===== config.mk =====
export PLATFORM = sky130hd
export DESIGN_NAME = stroke_resample_corner_pause_flat
export DESIGN_NICKNAME = d
export VERILOG_FILES = /design/src/sv/srcp_pkg.sv /design/src/sv/srcp_event_if.sv /design/src/sv/srcp_record_if.sv /design/src/sv/srcp_dp.sv /design/src/sv/srcp_ctrl.sv /design/src/sv/stroke_resample_corner_pause.sv /design/src/flat_wrapper.sv
export SDC_FILE = /design/constraint.sdc
export NUM_CORES = 2
export LEC_CHECK = 0
export BUFFER_PORTS_ARGS = -buffer_cell sky130_fd_sc_hd__clkbuf_2
export CAP_MARGIN = 20
export CORE_MARGIN = 4
export CORE_UTILIZATION = 38
export CTS_CLUSTER_SIZE = 10
export DETAILED_ROUTE_END_ITERATION = 8
export RECOVER_POWER = 25
export SLEW_MARGIN = 0
export SYNTH_ARGS = -nofsm -noshare
export SYNTH_HDL_FRONTEND = slang
export SYNTH_SLANG_ARGS = --single-unit

===== constraint.sdc =====
create_clock -name clk_i -period 20.5 [get_ports clk_i]
set_input_delay 3.075 -clock clk_i [delete_from_list [all_inputs] [get_ports clk_i]]
set_output_delay 3.075 -clock clk_i [all_outputs]
set_load 0.02 [all_outputs]

===== src/sv/srcp_pkg.sv =====
package srcp_pkg;

  localparam int unsigned MaxPointsDef = 1024;
  localparam int unsigned CoordBitsDef = 12;

  localparam int unsigned CmdW   = 2;
  localparam int unsigned CoordW = 12;
  localparam int unsigned TimeW  = 32;
  localparam int unsigned LenW   = 24;
  localparam int unsigned AngW   = 16;
  localparam int unsigned SpanW  = 16;
  localparam int unsigned IdxW   = 10;
  localparam int unsigned CfgW   = 16;
  localparam int unsigned CfgIdxW = 2;

  localparam int unsigned CordW = 26;
  localparam int unsigned SqW   = 34;
  localparam int unsigned RootW = 17;
  localparam int unsigned RemW  = RootW + 2;
  localparam int unsigned CordSteps = 14;

  localparam logic [CmdW-1:0] CMD_DOWN = 2'd0;
  localparam logic [CmdW-1:0] CMD_MOVE = 2'd1;
  localparam logic [CmdW-1:0] CMD_UP   = 2'd2;
  localparam logic [CmdW-1:0] CMD_RSV  = 2'd3;

  localparam logic [CfgIdxW-1:0] CFG_SAMPLE_DIST = 2'd0;
  localparam logic [CfgIdxW-1:0] CFG_CORNER_THR  = 2'd1;
  localparam logic [CfgIdxW-1:0] CFG_PAUSE_THR   = 2'd2;

  localparam logic [CfgW-1:0] SampleDistRst = 16'd0;
  localparam logic [CfgW-1:0] CornerThrRst  = 16'd8192;
  localparam logic [CfgW-1:0] PauseThrRst   = 16'd200;

  localparam logic [AngW-1:0] AngHalf = 16'h8000;

  typedef enum logic [3:0] {
    OP_NONE,
    OP_LOAD,
    OP_START,
    OP_SUM,
    OP_SQRT,
    OP_COMMIT,
    OP_DIR_A,
    OP_DIR_B,
    OP_CORDIC,
    OP_DIR_STORE,
    OP_TIME,
    OP_CALC,
    OP_FLAG,
    OP_NEXT
  } dp_op_e;

  typedef struct packed {
    dp_op_e op;
  } dp_cmd_t;

  typedef struct packed {
    logic in_valid;
    logic ignore;
    logic first_pt;
    logic is_up;
    logic keep;
    logic emit_now;
    logic sqrt_done;
    logic cordic_done;
    logic j_last;
    logic out_taken;
    logic out_busy;
    logic emit_done;
  } dp_status_t;

  typedef struct packed {
    logic [IdxW-1:0]   point_index;
    logic [CoordW-1:0] out_x;
    logic [CoordW-1:0] out_y;
    logic [TimeW-1:0]  out_time;
    logic [LenW-1:0]   path_length;
    logic [AngW-1:0]   heading;
    logic [AngW-1:0]   bend;
    logic [SpanW-1:0]  span_ms;
    logic              is_pause;
    logic              is_corner;
    logic              last;
  } rec_t;

  function automatic logic [AngW-1:0] step_angle(input logic [3:0] i);
    logic [AngW-1:0] a;
    case (i)
      4'd0:    a = 16'd8192;
      4'd1:    a = 16'd4836;
      4'd2:    a = 16'd2555;
      4'd3:    a = 16'd1297;
      4'd4:    a = 16'd651;
      4'd5:    a = 16'd326;
      4'd6:    a = 16'd163;
      4'd7:    a = 16'd81;
      4'd8:    a = 16'd41;
      4'd9:    a = 16'd20;
      4'd10:   a = 16'd10;
      4'd11:   a = 16'd5;
      4'd12:   a = 16'd3;
      4'd13:   a = 16'd1;
      default: a = 16'd0;
    endcase
    return a;
  endfunction

  function automatic logic [AngW-1:0] fold_ang(input logic [AngW-1:0] a,
                                               input logic [AngW-1:0] b);
    logic [AngW-1:0] d;
    d = a - b;
    return (d > AngHalf) ? (16'h0000 - d) : d;
  endfunction

  function automatic logic [SpanW-1:0] sat_span(input logic [TimeW-1:0] a,
                                                input logic [TimeW-1:0] b);
    logic [TimeW-1:0] d;
    d = a - b;
    return (|d[TimeW-1:SpanW]) ? {SpanW{1'b1}} : d[SpanW-1:0];
  endfunction

  function automatic logic signed [CordW-1:0] shift_trunc(
      input logic signed [CordW-1:0] v, input logic [3:0] s);
    logic signed [CordW-1:0] r;
    if (v < 0) begin
      r = -((-v) >>> s);
    end else begin
      r = v >>> s;
    end
    return r;
  endfunction

endpackage


===== src/sv/srcp_event_if.sv =====
interface srcp_event_if;
  import srcp_pkg::*;
  logic              valid;
  logic              ready;
  logic [CmdW-1:0]   cmd;
  logic [CoordW-1:0] pos_x;
  logic [CoordW-1:0] pos_y;
  logic [TimeW-1:0]  stamp;
  modport source (output valid, cmd, pos_x, pos_y, stamp, input ready);
  modport sink (input valid, cmd, pos_x, pos_y, stamp, output ready);
endinterface


===== src/sv/srcp_record_if.sv =====
interface srcp_record_if;
  import srcp_pkg::*;
  logic              valid;
  logic              ready;
  logic [IdxW-1:0]   point_index;
  logic [CoordW-1:0] out_x;
  logic [CoordW-1:0] out_y;
  logic [TimeW-1:0]  out_time;
  logic [LenW-1:0]   path_length;
  logic [AngW-1:0]   heading;
  logic [AngW-1:0]   bend;
  logic [SpanW-1:0]  span_ms;
  logic              is_pause;
  logic              is_corner;
  logic              last;
  modport source (output valid, point_index, out_x, out_y, out_time, path_length, heading,
                  bend, span_ms, is_pause, is_corner, last, input ready);
  modport sink (input valid, point_index, out_x, out_y, out_time, path_length, heading,
                bend, span_ms, is_pause, is_corner, last, output ready);
endinterface


===== src/sv/srcp_dp.sv =====
module srcp_dp #(
  parameter int unsigned MaxPoints = srcp_pkg::MaxPointsDef,
  parameter int unsigned CoordBits = srcp_pkg::CoordBitsDef
) (
  input  logic                         clk_i,
  input  logic                         rst_ni,
  input  logic                         cfg_we_i,
  input  logic [srcp_pkg::CfgIdxW-1:0] cfg_index_i,
  input  logic [srcp_pkg::CfgW-1:0]    cfg_data_i,
  input  logic                         in_valid_i,
  input  logic [srcp_pkg::CmdW-1:0]    in_cmd_i,
  input  logic [srcp_pkg::CoordW-1:0]  in_x_i,
  input  logic [srcp_pkg::CoordW-1:0]  in_y_i,
  input  logic [srcp_pkg::TimeW-1:0]   in_stamp_i,
  input  logic                         out_ready_i,
  output logic                         out_valid_o,
  output srcp_pkg::rec_t               out_rec_o,
  input  srcp_pkg::dp_cmd_t            cmd_i,
  output srcp_pkg::dp_status_t         status_o
);
  import srcp_pkg::*;

  localparam int unsigned CntW = $clog2(MaxPoints + 1);
  localparam int unsigned IW   = CntW + 2;
  localparam logic [CoordW-1:0] CoordMask = CoordW'((64'd1 << CoordBits) - 64'd1);

  logic [CfgW-1:0] sd_q, cth_q, pth_q;

  logic [CmdW-1:0]   cmd_q;
  logic [CoordW-1:0] px_q, py_q;
  logic [TimeW-1:0]  t_q;
  logic [CntW-1:0]   kept_q, first_q, k_q, n_q;
  logic              active_q, flush_q;

  logic [CoordW-1:0] win_x_q [8];
  logic [CoordW-1:0] win_y_q [8];
  logic [TimeW-1:0]  win_t_q [8];
  logic [LenW-1:0]   win_l_q [8];

  logic [23:0]      dx2_q, dy2_q;
  logic [31:0]      sd2_q;
  logic             close_q;
  logic [SqW-1:0]   rad_q;
  logic [RemW-1:0]  rem_q;
  logic [RootW-1:0] root_q;
  logic [4:0]       sq_cnt_q;

  logic [CoordW-1:0]       ax_q, ay_q;
  logic signed [CordW-1:0] cx_q, cy_q;
  logic [AngW-1:0]         ca_q;
  logic [3:0]              cor_cnt_q;
  logic                    spec_en_q;
  logic [AngW-1:0]         spec_val_q;

  logic [2:0]       j_q;
  logic [AngW-1:0]  d_q [5];
  logic [TimeW-1:0] tq_q [5];
  logic [CoordW-1:0] ex_q, ey_q;
  logic [LenW-1:0]   el_q;
  logic [AngW-1:0]   bk_q, bkm_q, bkp_q;
  logic [SpanW-1:0]  sk_q, skm_q, skp_q;

  logic out_valid_q;
  rec_t rec_q;

  logic [2:0]  ls, rd_addr, a_addr, b_addr;
  logic [CoordW-1:0] rd_x, rd_y;
  logic [TimeW-1:0]  rd_t;
  logic [LenW-1:0]   rd_l;
  logic [IW-1:0]     ii, ic, kk, nn;
  logic signed [12:0] dxs, dys;
  logic signed [25:0] dxsq, dysq;
  logic [31:0]       sdsq;
  logic [SqW-1:0]    sq_w;
  logic [RemW-1:0]   rem_n, trial;
  logic              sq_ge;
  logic [LenW:0]     len_sum;
  logic [LenW-1:0]   len_sat;
  logic              keep;
  logic [CntW-1:0]   kept_inc;
  logic signed [CordW-1:0] xs, ys, x0, y0;
  logic              g_k, g_km, g_kp, g_flag, taken;

  assign ls       = 3'(kept_q - CntW'(1));
  assign kept_inc = kept_q + CntW'(1);
  assign kk       = IW'(k_q);
  assign nn       = IW'(n_q);
  assign ii       = kk + IW'(j_q) - IW'(2);

  always_comb begin
    if ($signed(ii) <= 0) begin
      ic = IW'(1);
    end else if ($signed(ii) >= $signed(nn - IW'(1))) begin
      ic = nn - IW'(2);
    end else begin
      ic = ii;
    end
  end
  assign a_addr = 3'(ic - IW'(1));
  assign b_addr = 3'(ic + IW'(1));

  always_comb begin
    case (cmd_i.op)
      OP_DIR_A: rd_addr = a_addr;
      OP_DIR_B: rd_addr = b_addr;
      OP_TIME:  rd_addr = ii[2:0];
      default:  rd_addr = ls;
    endcase
  end
  assign rd_x = win_x_q[rd_addr];
  assign rd_y = win_y_q[rd_addr];
  assign rd_t = win_t_q[rd_addr];
  assign rd_l = win_l_q[rd_addr];

  always_comb begin
    if (cmd_i.op == OP_DIR_B) begin
      dxs = $signed({1'b0, rd_x}) - $signed({1'b0, ax_q});
      dys = $signed({1'b0, rd_y}) - $signed({1'b0, ay_q});
    end else begin
      dxs = $signed({1'b0, px_q}) - $signed({1'b0, rd_x});
      dys = $signed({1'b0, py_q}) - $signed({1'b0, rd_y});
    end
  end
  assign dxsq = dxs * dxs;
  assign dysq = dys * dys;
  assign sdsq = sd_q * sd_q;
  assign sq_w = {1'b0, ({1'b0, dx2_q} + {1'b0, dy2_q}), 8'h00};
  assign x0   = {{(CordW-13){dxs[12]}}, dxs} <<< 8;
  assign y0   = {{(CordW-13){dys[12]}}, dys} <<< 8;

  assign rem_n = {rem_q[RemW-3:0], rad_q[SqW-1 -: 2]};
  assign trial = {root_q, 2'b01};
  assign sq_ge = rem_n >= trial;

  assign len_sum = {1'b0, rd_l} + (LenW+1)'(root_q);
  assign len_sat = len_sum[LenW] ? {LenW{1'b1}} : len_sum[LenW-1:0];
  assign keep    = !close_q && (kept_q < CntW'(MaxPoints));

  assign xs = shift_trunc(cx_q, cor_cnt_q);
  assign ys = shift_trunc(cy_q, cor_cnt_q);

  assign g_k    = (kk >= IW'(1)) && (kk + IW'(2) <= nn);
  assign g_km   = (kk >= IW'(2)) && (kk + IW'(1) <= nn);
  assign g_kp   = (kk + IW'(3) <= nn);
  assign g_flag = (kk >= IW'(2)) && (kk + IW'(2) <= nn);
  assign taken  = out_valid_q && out_ready_i;

  always_ff @(posedge clk_i or negedge rst_ni) begin
    if (!rst_ni) begin
      sd_q  <= SampleDistRst;
      cth_q <= CornerThrRst;
      pth_q <= PauseThrRst;
    end else if (cfg_we_i) begin
      case (cfg_index_i)
        CFG_SAMPLE_DIST: sd_q  <= cfg_data_i;
        CFG_CORNER_THR:  cth_q <= cfg_data_i;
        CFG_PAUSE_THR:   pth_q <= cfg_data_i;
        default: ;
      endcase
    end
  end

  always_ff @(posedge clk_i or negedge rst_ni) begin
    if (!rst_ni) begin
      kept_q      <= '0;
      active_q    <= 1'b0;
      flush_q     <= 1'b0;
      k_q         <= '0;
      n_q         <= '0;
      first_q     <= '0;
      j_q         <= '0;
      sq_cnt_q    <= '0;
      cor_cnt_q   <= '0;
      out_valid_q <= 1'b0;
      for (int i = 0; i < 8; i++) begin
        win_x_q[i] <= '0;
        win_y_q[i] <= '0;
        win_t_q[i] <= '0;
        win_l_q[i] <= '0;
      end
    end else begin
      if (taken) begin
        out_valid_q <= 1'b0;
      end
      case (cmd_i.op)
        OP_LOAD: begin
          cmd_q <= in_cmd_i;
          px_q  <= in_x_i & CoordMask;
          py_q  <= in_y_i & CoordMask;
          t_q   <= in_stamp_i;
          if (in_cmd_i == CMD_DOWN) begin
            kept_q   <= '0;
            active_q <= 1'b1;
          end
        end
        OP_START: begin
          first_q <= (kept_q > CntW'(4)) ? kept_q - CntW'(4) : '0;
          dx2_q   <= dxsq[23:0];
          dy2_q   <= dysq[23:0];
          sd2_q   <= sdsq;
          if (kept_q == '0) begin
            win_x_q[0] <= px_q;
            win_y_q[0] <= py_q;
            win_t_q[0] <= t_q;
            win_l_q[0] <= '0;
            kept_q     <= CntW'(1);
            k_q        <= '0;
            n_q        <= CntW'(1);
            flush_q    <= 1'b1;
            if (cmd_q == CMD_UP) begin
              active_q <= 1'b0;
            end
          end
        end
        OP_SUM: begin
          close_q  <= sq_w < {2'b00, sd2_q};
          rad_q    <= sq_w;
          rem_q    <= '0;
          root_q   <= '0;
          sq_cnt_q <= '0;
        end
        OP_SQRT: begin
          rem_q    <= sq_ge ? rem_n - trial : rem_n;
          root_q   <= {root_q[RootW-2:0], sq_ge};
          rad_q    <= rad_q << 2;
          sq_cnt_q <= sq_cnt_q + 5'd1;
        end
        OP_COMMIT: begin
          if (keep || cmd_q == CMD_UP) begin
            win_x_q[keep ? kept_q[2:0] : ls] <= px_q;
            win_y_q[keep ? kept_q[2:0] : ls] <= py_q;
            win_t_q[keep ? kept_q[2:0] : ls] <= t_q;
            win_l_q[keep ? kept_q[2:0] : ls] <= len_sat;
          end
          if (keep) begin
            kept_q <= kept_inc;
          end
          if (cmd_q == CMD_UP) begin
            k_q      <= first_q;
            n_q      <= keep ? kept_inc : kept_q;
            flush_q  <= 1'b1;
            active_q <= 1'b0;
          end else begin
            k_q     <= kept_q - CntW'(4);
            n_q     <= kept_inc;
            flush_q <= 1'b0;
          end
        end
        OP_DIR_A: begin
          ax_q <= rd_x;
          ay_q <= rd_y;
        end
        OP_DIR_B: begin
          cor_cnt_q <= '0;
          if (x0 < 0) begin
            cx_q <= -x0;
            cy_q <= -y0;
            ca_q <= AngHalf;
          end else begin
            cx_q <= x0;
            cy_q <= y0;
            ca_q <= '0;
          end
          spec_en_q  <= (n_q < CntW'(3)) || (dys == 0);
          spec_val_q <= ((n_q >= CntW'(3)) && (dxs < 0)) ? AngHalf : '0;
        end
        OP_CORDIC: begin
          cor_cnt_q <= cor_cnt_q + 4'd1;
          if (cy_q >= 0) begin
            cx_q <= cx_q + ys;
            cy_q <= cy_q - xs;
            ca_q <= ca_q + step_angle(cor_cnt_q);
          end else begin
            cx_q <= cx_q - ys;
            cy_q <= cy_q + xs;
            ca_q <= ca_q - step_angle(cor_cnt_q);
          end
        end
        OP_DIR_STORE: begin
          d_q[j_q] <= spec_en_q ? spec_val_q : ca_q;
          j_q      <= (j_q == 3'd4) ? 3'd0 : j_q + 3'd1;
        end
        OP_TIME: begin
          tq_q[j_q] <= rd_t;
          if (j_q == 3'd2) begin
            ex_q <= rd_x;
            ey_q <= rd_y;
            el_q <= rd_l;
          end
          j_q <= (j_q == 3'd4) ? 3'd0 : j_q + 3'd1;
        end
        OP_CALC: begin
          bk_q  <= g_k  ? fold_ang(d_q[3], d_q[1]) : '0;
          bkm_q <= g_km ? fold_ang(d_q[2], d_q[0]) : '0;
          bkp_q <= g_kp ? fold_ang(d_q[4], d_q[2]) : '0;
          sk_q  <= g_k  ? sat_span(tq_q[3], tq_q[1]) : '0;
          skm_q <= g_km ? sat_span(tq_q[2], tq_q[0]) : '0;
          skp_q <= g_kp ? sat_span(tq_q[4], tq_q[2]) : '0;
        end
        OP_FLAG: begin
          out_valid_q       <= 1'b1;
          rec_q.point_index <= IdxW'(k_q);
          rec_q.out_x       <= ex_q;
          rec_q.out_y       <= ey_q;
          rec_q.out_time    <= tq_q[2];
          rec_q.path_length <= el_q;
          rec_q.heading     <= d_q[2];
          rec_q.bend        <= bk_q;
          rec_q.span_ms     <= sk_q;
          rec_q.is_pause    <= g_flag && (sk_q >= pth_q) && (sk_q > skm_q) && (sk_q >= skp_q);
          rec_q.is_corner   <= g_flag && (bk_q >= cth_q) && (bk_q > bkm_q) && (bk_q >= bkp_q);
          rec_q.last        <= flush_q && (k_q == n_q - CntW'(1));
        end
        OP_NEXT: begin
          k_q <= k_q + CntW'(1);
        end
        default: ;
      endcase
    end
  end

  assign out_valid_o = out_valid_q;
  assign out_rec_o   = rec_q;

  always_comb begin
    status_o.in_valid    = in_valid_i;
    status_o.ignore      = (in_cmd_i == CMD_RSV) || (!active_q && in_cmd_i != CMD_DOWN);
    status_o.first_pt    = (kept_q == '0);
    status_o.is_up       = (cmd_q == CMD_UP);
    status_o.keep        = keep;
    status_o.emit_now    = (kept_q >= CntW'(4));
    status_o.sqrt_done   = (sq_cnt_q == 5'(RootW));
    status_o.cordic_done = (cor_cnt_q == 4'(CordSteps));
    status_o.j_last      = (j_q == 3'd4);
    status_o.out_taken   = taken;
    status_o.out_busy    = out_valid_q;
    status_o.emit_done   = !flush_q || (k_q == n_q - CntW'(1));
  end

  a_kept_bound: assert property (@(posedge clk_i) disable iff (!rst_ni)
    kept_q <= CntW'(MaxPoints)) else $error("kept count beyond store");
  a_j_bound: assert property (@(posedge clk_i) disable iff (!rst_ni)
    j_q <= 3'd4) else $error("neighbour index out of range");
  a_cordic_start: assert property (@(posedge clk_i) disable iff (!rst_ni)
    cmd_i.op == OP_DIR_B |=> cor_cnt_q == '0) else $error("rotation did not restart");
endmodule


===== src/sv/srcp_ctrl.sv =====
module srcp_ctrl (
  input  logic                 clk_i,
  input  logic                 rst_ni,
  input  srcp_pkg::dp_status_t status_i,
  output srcp_pkg::dp_cmd_t    cmd_o,
  output logic                 in_ready_o
);
  import srcp_pkg::*;

  localparam logic [3:0] S_IDLE      = 4'd0;
  localparam logic [3:0] S_START     = 4'd1;
  localparam logic [3:0] S_SUM       = 4'd2;
  localparam logic [3:0] S_SQRT      = 4'd3;
  localparam logic [3:0] S_COMMIT    = 4'd4;
  localparam logic [3:0] S_DIR_A     = 4'd5;
  localparam logic [3:0] S_DIR_B     = 4'd6;
  localparam logic [3:0] S_CORDIC    = 4'd7;
  localparam logic [3:0] S_DIR_STORE = 4'd8;
  localparam logic [3:0] S_TIME      = 4'd9;
  localparam logic [3:0] S_CALC      = 4'd10;
  localparam logic [3:0] S_FLAG      = 4'd11;
  localparam logic [3:0] S_OUT       = 4'd12;

  logic [3:0] state_q, state_d;

  always_comb begin
    state_d    = state_q;
    cmd_o.op   = OP_NONE;
    in_ready_o = 1'b0;
    case (state_q)
      S_IDLE: begin
        in_ready_o = 1'b1;
        if (status_i.in_valid) begin
          cmd_o.op = OP_LOAD;
          if (!status_i.ignore) begin
            state_d = S_START;
          end
        end
      end
      S_START: begin
        cmd_o.op = OP_START;
        if (status_i.first_pt) begin
          state_d = status_i.is_up ? S_DIR_A : S_IDLE;
        end else begin
          state_d = S_SUM;
        end
      end
      S_SUM: begin
        cmd_o.op = OP_SUM;
        state_d  = S_SQRT;
      end
      S_SQRT: begin
        if (status_i.sqrt_done) begin
          state_d = S_COMMIT;
        end else begin
          cmd_o.op = OP_SQRT;
        end
      end
      S_COMMIT: begin
        cmd_o.op = OP_COMMIT;
        if (status_i.is_up || (status_i.keep && status_i.emit_now)) begin
          state_d = S_DIR_A;
        end else begin
          state_d = S_IDLE;
        end
      end
      S_DIR_A: begin
        cmd_o.op = OP_DIR_A;
        state_d  = S_DIR_B;
      end
      S_DIR_B: begin
        cmd_o.op = OP_DIR_B;
        state_d  = S_CORDIC;
      end
      S_CORDIC: begin
        if (status_i.cordic_done) begin
          state_d = S_DIR_STORE;
        end else begin
          cmd_o.op = OP_CORDIC;
        end
      end
      S_DIR_STORE: begin
        cmd_o.op = OP_DIR_STORE;
        state_d  = status_i.j_last ? S_TIME : S_DIR_A;
      end
      S_TIME: begin
        cmd_o.op = OP_TIME;
        if (status_i.j_last) begin
          state_d = S_CALC;
        end
      end
      S_CALC: begin
        cmd_o.op = OP_CALC;
        state_d  = S_FLAG;
      end
      S_FLAG: begin
        cmd_o.op = OP_FLAG;
        state_d  = S_OUT;
      end
      S_OUT: begin
        if (status_i.out_taken) begin
          cmd_o.op = OP_NEXT;
          state_d  = status_i.emit_done ? S_IDLE : S_DIR_A;
        end
      end
      default: state_d = S_IDLE;
    endcase
  end

  always_ff @(posedge clk_i or negedge rst_ni) begin
    if (!rst_ni) begin
      state_q <= S_IDLE;
    end else begin
      state_q <= state_d;
    end
  end

  a_idle_clear: assert property (@(posedge clk_i) disable iff (!rst_ni)
    state_q == S_IDLE |-> !status_i.out_busy) else $error("record pending while idle");
  a_out_wait: assert property (@(posedge clk_i) disable iff (!rst_ni)
    state_q == S_FLAG |=> state_q == S_OUT && status_i.out_busy)
    else $error("record not presented");
  a_load_idle: assert property (@(posedge clk_i) disable iff (!rst_ni)
    cmd_o.op == OP_LOAD |-> in_ready_o) else $error("load outside idle");
endmodule


===== src/sv/stroke_resample_corner_pause.sv =====
// A move that makes no record holds ready low through the start, sum, square root and commit
// states; a down holds it low through the start state; an ignored request leaves ready high.
// Each record takes five heading passes, 5 time reads, calc, flag and an output state, plus
// the time it waits in the output register until taken.
// A kept move from the fifth point on adds one record; up flushes up to five. One request
// in flight at a time; reset (async, active low) restores register defaults and leaves no
// stroke open.
module stroke_resample_corner_pause #(
  parameter int unsigned MAX_POINTS = srcp_pkg::MaxPointsDef,
  parameter int unsigned COORD_BITS = srcp_pkg::CoordBitsDef
) (
  input  logic                         clk_i,
  input  logic                         rst_ni,
  input  logic                         cfg_we_i,
  input  logic [srcp_pkg::CfgIdxW-1:0] cfg_index_i,
  input  logic [srcp_pkg::CfgW-1:0]    cfg_data_i,
  srcp_event_if.sink                   in_s,
  srcp_record_if.source                out_m
);
  import srcp_pkg::*;

  dp_cmd_t    dp_cmd;
  dp_status_t dp_status;
  rec_t       rec;

  srcp_ctrl u_ctrl (
    .clk_i      (clk_i),
    .rst_ni     (rst_ni),
    .status_i   (dp_status),
    .cmd_o      (dp_cmd),
    .in_ready_o (in_s.ready)
  );

  srcp_dp #(
    .MaxPoints (MAX_POINTS),
    .CoordBits (COORD_BITS)
  ) u_dp (
    .clk_i       (clk_i),
    .rst_ni      (rst_ni),
    .cfg_we_i    (cfg_we_i),
    .cfg_index_i (cfg_index_i),
    .cfg_data_i  (cfg_data_i),
    .in_valid_i  (in_s.valid),
    .in_cmd_i    (in_s.cmd),
    .in_x_i      (in_s.pos_x),
    .in_y_i      (in_s.pos_y),
    .in_stamp_i  (in_s.stamp),
    .out_ready_i (out_m.ready),
    .out_valid_o (out_m.valid),
    .out_rec_o   (rec),
    .cmd_i       (dp_cmd),
    .status_o    (dp_status)
  );

  assign out_m.point_index = rec.point_index;
  assign out_m.out_x       = rec.out_x;
  assign out_m.out_y       = rec.out_y;
  assign out_m.out_time    = rec.out_time;
  assign out_m.path_length = rec.path_length;
  assign out_m.heading     = rec.heading;
  assign out_m.bend        = rec.bend;
  assign out_m.span_ms     = rec.span_ms;
  assign out_m.is_pause    = rec.is_pause;
  assign out_m.is_corner   = rec.is_corner;
  assign out_m.last        = rec.last;
endmodule


===== src/flat_wrapper.sv =====
// flat-port wrapper written by rule: the top's interface ports become plain ports
module stroke_resample_corner_pause_flat import srcp_pkg::*;
#(
  parameter int unsigned MAX_POINTS = srcp_pkg::MaxPointsDef,
  parameter int unsigned COORD_BITS = srcp_pkg::CoordBitsDef
)
  (clk_i, rst_ni, cfg_we_i, cfg_index_i, cfg_data_i, in_s_valid, in_s_cmd, in_s_pos_x, in_s_pos_y, in_s_stamp, in_s_ready, out_m_valid, out_m_point_index, out_m_out_x, out_m_out_y, out_m_out_time, out_m_path_length, out_m_heading, out_m_bend, out_m_span_ms, out_m_is_pause, out_m_is_corner, out_m_last, out_m_ready);
  srcp_event_if in_s_i ();
  srcp_record_if out_m_i ();
  input  logic clk_i;
  input  logic rst_ni;
  input  logic cfg_we_i;
  input  logic [srcp_pkg::CfgIdxW-1:0] cfg_index_i;
  input  logic [srcp_pkg::CfgW-1:0] cfg_data_i;
  input wire logic [$bits(in_s_i.valid)-1:0] in_s_valid;
  input wire logic [$bits(in_s_i.cmd)-1:0] in_s_cmd;
  input wire logic [$bits(in_s_i.pos_x)-1:0] in_s_pos_x;
  input wire logic [$bits(in_s_i.pos_y)-1:0] in_s_pos_y;
  input wire logic [$bits(in_s_i.stamp)-1:0] in_s_stamp;
  output wire logic [$bits(in_s_i.ready)-1:0] in_s_ready;
  output wire logic [$bits(out_m_i.valid)-1:0] out_m_valid;
  output wire logic [$bits(out_m_i.point_index)-1:0] out_m_point_index;
  output wire logic [$bits(out_m_i.out_x)-1:0] out_m_out_x;
  output wire logic [$bits(out_m_i.out_y)-1:0] out_m_out_y;
  output wire logic [$bits(out_m_i.out_time)-1:0] out_m_out_time;
  output wire logic [$bits(out_m_i.path_length)-1:0] out_m_path_length;
  output wire logic [$bits(out_m_i.heading)-1:0] out_m_heading;
  output wire logic [$bits(out_m_i.bend)-1:0] out_m_bend;
  output wire logic [$bits(out_m_i.span_ms)-1:0] out_m_span_ms;
  output wire logic [$bits(out_m_i.is_pause)-1:0] out_m_is_pause;
  output wire logic [$bits(out_m_i.is_corner)-1:0] out_m_is_corner;
  output wire logic [$bits(out_m_i.last)-1:0] out_m_last;
  input wire logic [$bits(out_m_i.ready)-1:0] out_m_ready;
  assign in_s_i.valid = in_s_valid;
  assign in_s_i.cmd = in_s_cmd;
  assign in_s_i.pos_x = in_s_pos_x;
  assign in_s_i.pos_y = in_s_pos_y;
  assign in_s_i.stamp = in_s_stamp;
  assign in_s_ready = in_s_i.ready;
  assign out_m_valid = out_m_i.valid;
  assign out_m_point_index = out_m_i.point_index;
  assign out_m_out_x = out_m_i.out_x;
  assign out_m_out_y = out_m_i.out_y;
  assign out_m_out_time = out_m_i.out_time;
  assign out_m_path_length = out_m_i.path_length;
  assign out_m_heading = out_m_i.heading;
  assign out_m_bend = out_m_i.bend;
  assign out_m_span_ms = out_m_i.span_ms;
  assign out_m_is_pause = out_m_i.is_pause;
  assign out_m_is_corner = out_m_i.is_corner;
  assign out_m_last = out_m_i.last;
  assign out_m_i.ready = out_m_ready;
  stroke_resample_corner_pause #(.MAX_POINTS(MAX_POINTS), .COORD_BITS(COORD_BITS)) u_core (.clk_i(clk_i), .rst_ni(rst_ni), .cfg_we_i(cfg_we_i), .cfg_index_i(cfg_index_i), .cfg_data_i(cfg_data_i), .in_s(in_s_i), .out_m(out_m_i));
endmodule

==> reports/metrics.cfg <==
[detailed_routing]
ant_nets=0
drt_iter0_drc=7350
drt_wl_total_um=321000
first_pass_iters=6
via_per_inst=5.41
post-route-drc-count=0
vias=84400
wire_per_inst_um=20.6

[clocking]
cts_root_buffer=clkbuf_16
htreeDepth=4
cts_hold_buf=0
postCtsResizedCells=0
clockBufferDepth=4
clk_pin_slew_ps=60
clock-sinks=1566
postCtsSetupBuffers=0
cts_tree=done
numCtsBuffers=192
insertion_delay_ps=890

[place]
place_ws_ps=3490
dpl.hpwl_um=231000
gp_congestion=0.929
place_inst=15300
port_buffers=223

[floorplanning]
dieArea_mm2=0.300
die_w_um=547
core_area_mm2=0.289
fp-row-count=197
initial_core_util_pct=38.3
fp.dieH_um=547
io_pins=224

[layout]
fin_nets=12900
fin_util_pct=42.1
final_cells=15600
most-common-layout-cells=nand2_1 (2004), inv_1 (1128), edfxtp_1 (815), ha_1 (783), dfrtp_1 (744)
area_growth_pct=9.95
fill_cells=28300
drive_above_1_share_pct=9.62
final_common_cell=nand2_1

[critical_path]
cp_max_fo=49
r2r_cells=67
cpMostUsedCell=inv_1
r2r_slack_ps=3680
worst_ep_required_time_ps=21110
cp.arrival_ps=17430
endpoint_kind=flip-flop
crit_family=compound AO/OA/AOI/OAI gates
critical_path_class=flip-flop to flip-flop
path_buf_inv=11
rr_startpoint=u_core.u_dp.k_q[1]
rr_endpoint=u_core.u_dp.dx2_q[23]
slowest_stage=fa_1
slowest_delay_ps=650
start_kind=flip-flop

[yosys]
async_reset_ff_share_pct=48.0
ys_seq_area_share_pct=39.1
yosysUniqueCellTypes=109
netlist_instances=11500
yosys_warnings=0
syn_nets=12900
synth_compound_area_share_pct=12.4
synth-xor-area-share_pct=4.19
synthMuxAreaShare_pct=5.66
synth-adder-area-share_pct=16.9
avgSynthCellArea_um2=9.57
ys_seq_elements=1566
synth_edf_count=815
synth_top_family_by_area=adder cells
syn_area_mm2=0.111
synth-main-ff-cell=edfxtp_1
synthSimpleGateAreaFrac_pct=16.0

[outcome]
status=complete, but fails checks
violations=max-capacitance violations, max-slew violations

[sta]
maxSlewViolCount=891
setup_ws_ps=3680
rsz0062_at_grt=no
finalClockSkew_ps=90.3
worst-slew-pin-transition_ps=4180
hold_viol=0
timing.final.crit_share_pct=82.1
fmax_mhz=59.4
slew_headroom_pct=-178
finalSetupTns_ps=0
setup_viol=0
min_period_ps=16820

[flow_run]
cap_viol_max_count=22

[worst_hold_path]
hold_path.class=flip-flop to flip-flop
hold_depth=0
holdPathEnd=u_core.u_dp.out_rec_o[70]
min_from=u_core.u_dp.el_q[19]

[global_route]
grt_pass1_vias=82300
grt_overflow=0
grt_pass1_wl_um=498000
antenna_found_initial=19
grt_usage_pct=21.0
grt_max_degree=149

==> how the worst max path moves through the flow <==
| stage | from | to | slack, ps | cells past startpoint |
|---|---|---|---|---|
| 3_5_place_dp | u_core.u_dp.k_q[2] | u_core.u_dp.dx2_q[23] | 3490 | 65 |
| 6_report | u_core.u_dp.k_q[1] | u_core.u_dp.dx2_q[23] | 3680 | 67 |
| 2_1_floorplan | u_core.u_dp.k_q[1] | u_core.u_dp.dx2_q[23] | 3890 | 75 |
| 4_1_cts | u_core.u_dp.k_q[2] | u_core.u_dp.dx2_q[23] | 3470 | 65 |
| 3_3_place_gp | u_core.u_dp.k_q[2] | u_core.u_dp.dx2_q[23] | 3780 | 65 |
| 5_1_grt | u_core.u_dp.k_q[1] | u_core.u_dp.dy2_q[23] | 2190 | 64 |
==> routing by layer <==
layer  global-route usage, %  vias to the layer above  wire length [um]
li1                        -                    39900                 -
met1                    29.9                    41500            146000
met2                    33.8                     2511            147000
met3                    2.98                      436             21100
met4                    4.86                        0              7510
met5                       0                        -                 0
==> area by class of cell <==
class / instances / area, um^2 / area share (%)
tap: 3880 / 4850 / 3.99
multi-input combinational: 8310 / 61300 / 50.4
inverter: 1147 / 4310 / 3.54
clock inverter: 29 / 295 / 0.243
antenna: 4 / 10.0 / 0.00823
clock buffer: 299 / 5420 / 4.46
timing repair buffer: 356 / 2120 / 1.75
sequential: 1566 / 43300 / 35.6
==> through the flow <==
step                instance area, um^2  hold slack, ps
floorplan                        111000             400
global placement                 116000             404
detailed placement               116000             405
CTS                              122000             420
global route                     122000             421
finish                           122000             418
==> synthesized netlist by cell type, drive strengths merged (61+ instances only) <==
| library cell | count | area share [%] |
|---|---|---|
| and3 | 149 | 0.84 |
| mux2 | 337 | 3.4 |
| nor2 | 632 | 2.2 |
| nand2 | 2004 | 6.8 |
| edfxtp | 815 | 22 |
| a21oi | 455 | 2.1 |
| fa | 443 | 8.0 |
| nor3 | 179 | 0.83 |
| a21o | 147 | 1.0 |
| a31o | 65 | 0.51 |
| inv | 1134 | 3.8 |
| and2 | 116 | 0.66 |
| nor2b | 113 | 0.65 |
| buf | 75 | 0.28 |
| o21a | 70 | 0.48 |
| mux2i | 140 | 1.3 |
| ha | 783 | 8.9 |
| a21boi | 62 | 0.42 |
| nand4 | 75 | 0.43 |
| a31oi | 113 | 0.64 |
| nand2b | 98 | 0.55 |
| clkbuf | 451 | 1.5 |
| xnor2 | 394 | 3.1 |
| dfrtp | 747 | 17 |
| a311oi | 61 | 0.48 |
| nor4 | 61 | 0.40 |
| nand3 | 255 | 1.2 |
| o21ai | 617 | 2.8 |
| xor2 | 133 | 1.1 |
| a211oi | 66 | 0.45 |
==> cell families after synthesis <==
kind of cell | after synthesis
AO/OA/AOI/OAI | 2127
XOR/XNOR | 528
adder cells (fa/ha/maj) | 1230
buffers and inverters | 1673
flip-flops | 1566
multiplexers | 524
AND/OR/NAND/NOR | 3901
==> worst reg2reg max path: cells and delay by family (launching register included) <==
kind	cells	cell delay (ps)
xor+xnor	5	720
mux	2	560
simple gates	11	1940
fa+ha+maj	13	5240
compound gates	25	5760
flops	1	590
buf+inv	11	1810
==> sequential cells by signal, indices dropped and copies added, names as in the netlist, 26 cells and up <==
name,cells
u_core.u_dp.rad_q,26
u_core.u_dp.tq_q,160
u_core.u_dp.win_t_q,256
u_core.u_dp.sd2_q,31
u_core.u_dp.d_q,80
u_core.u_dp.cx_q,26
u_core.u_dp.out_rec_o,141
u_core.u_dp.win_l_q,192
u_core.u_dp.win_x_q,96
u_core.u_dp.win_y_q,96
u_core.u_dp.t_q,32
u_core.u_dp.cy_q,26
Power is not shown: default switching activity piles up to over one toggle a cycle in this logic, so the estimate is an artifact.
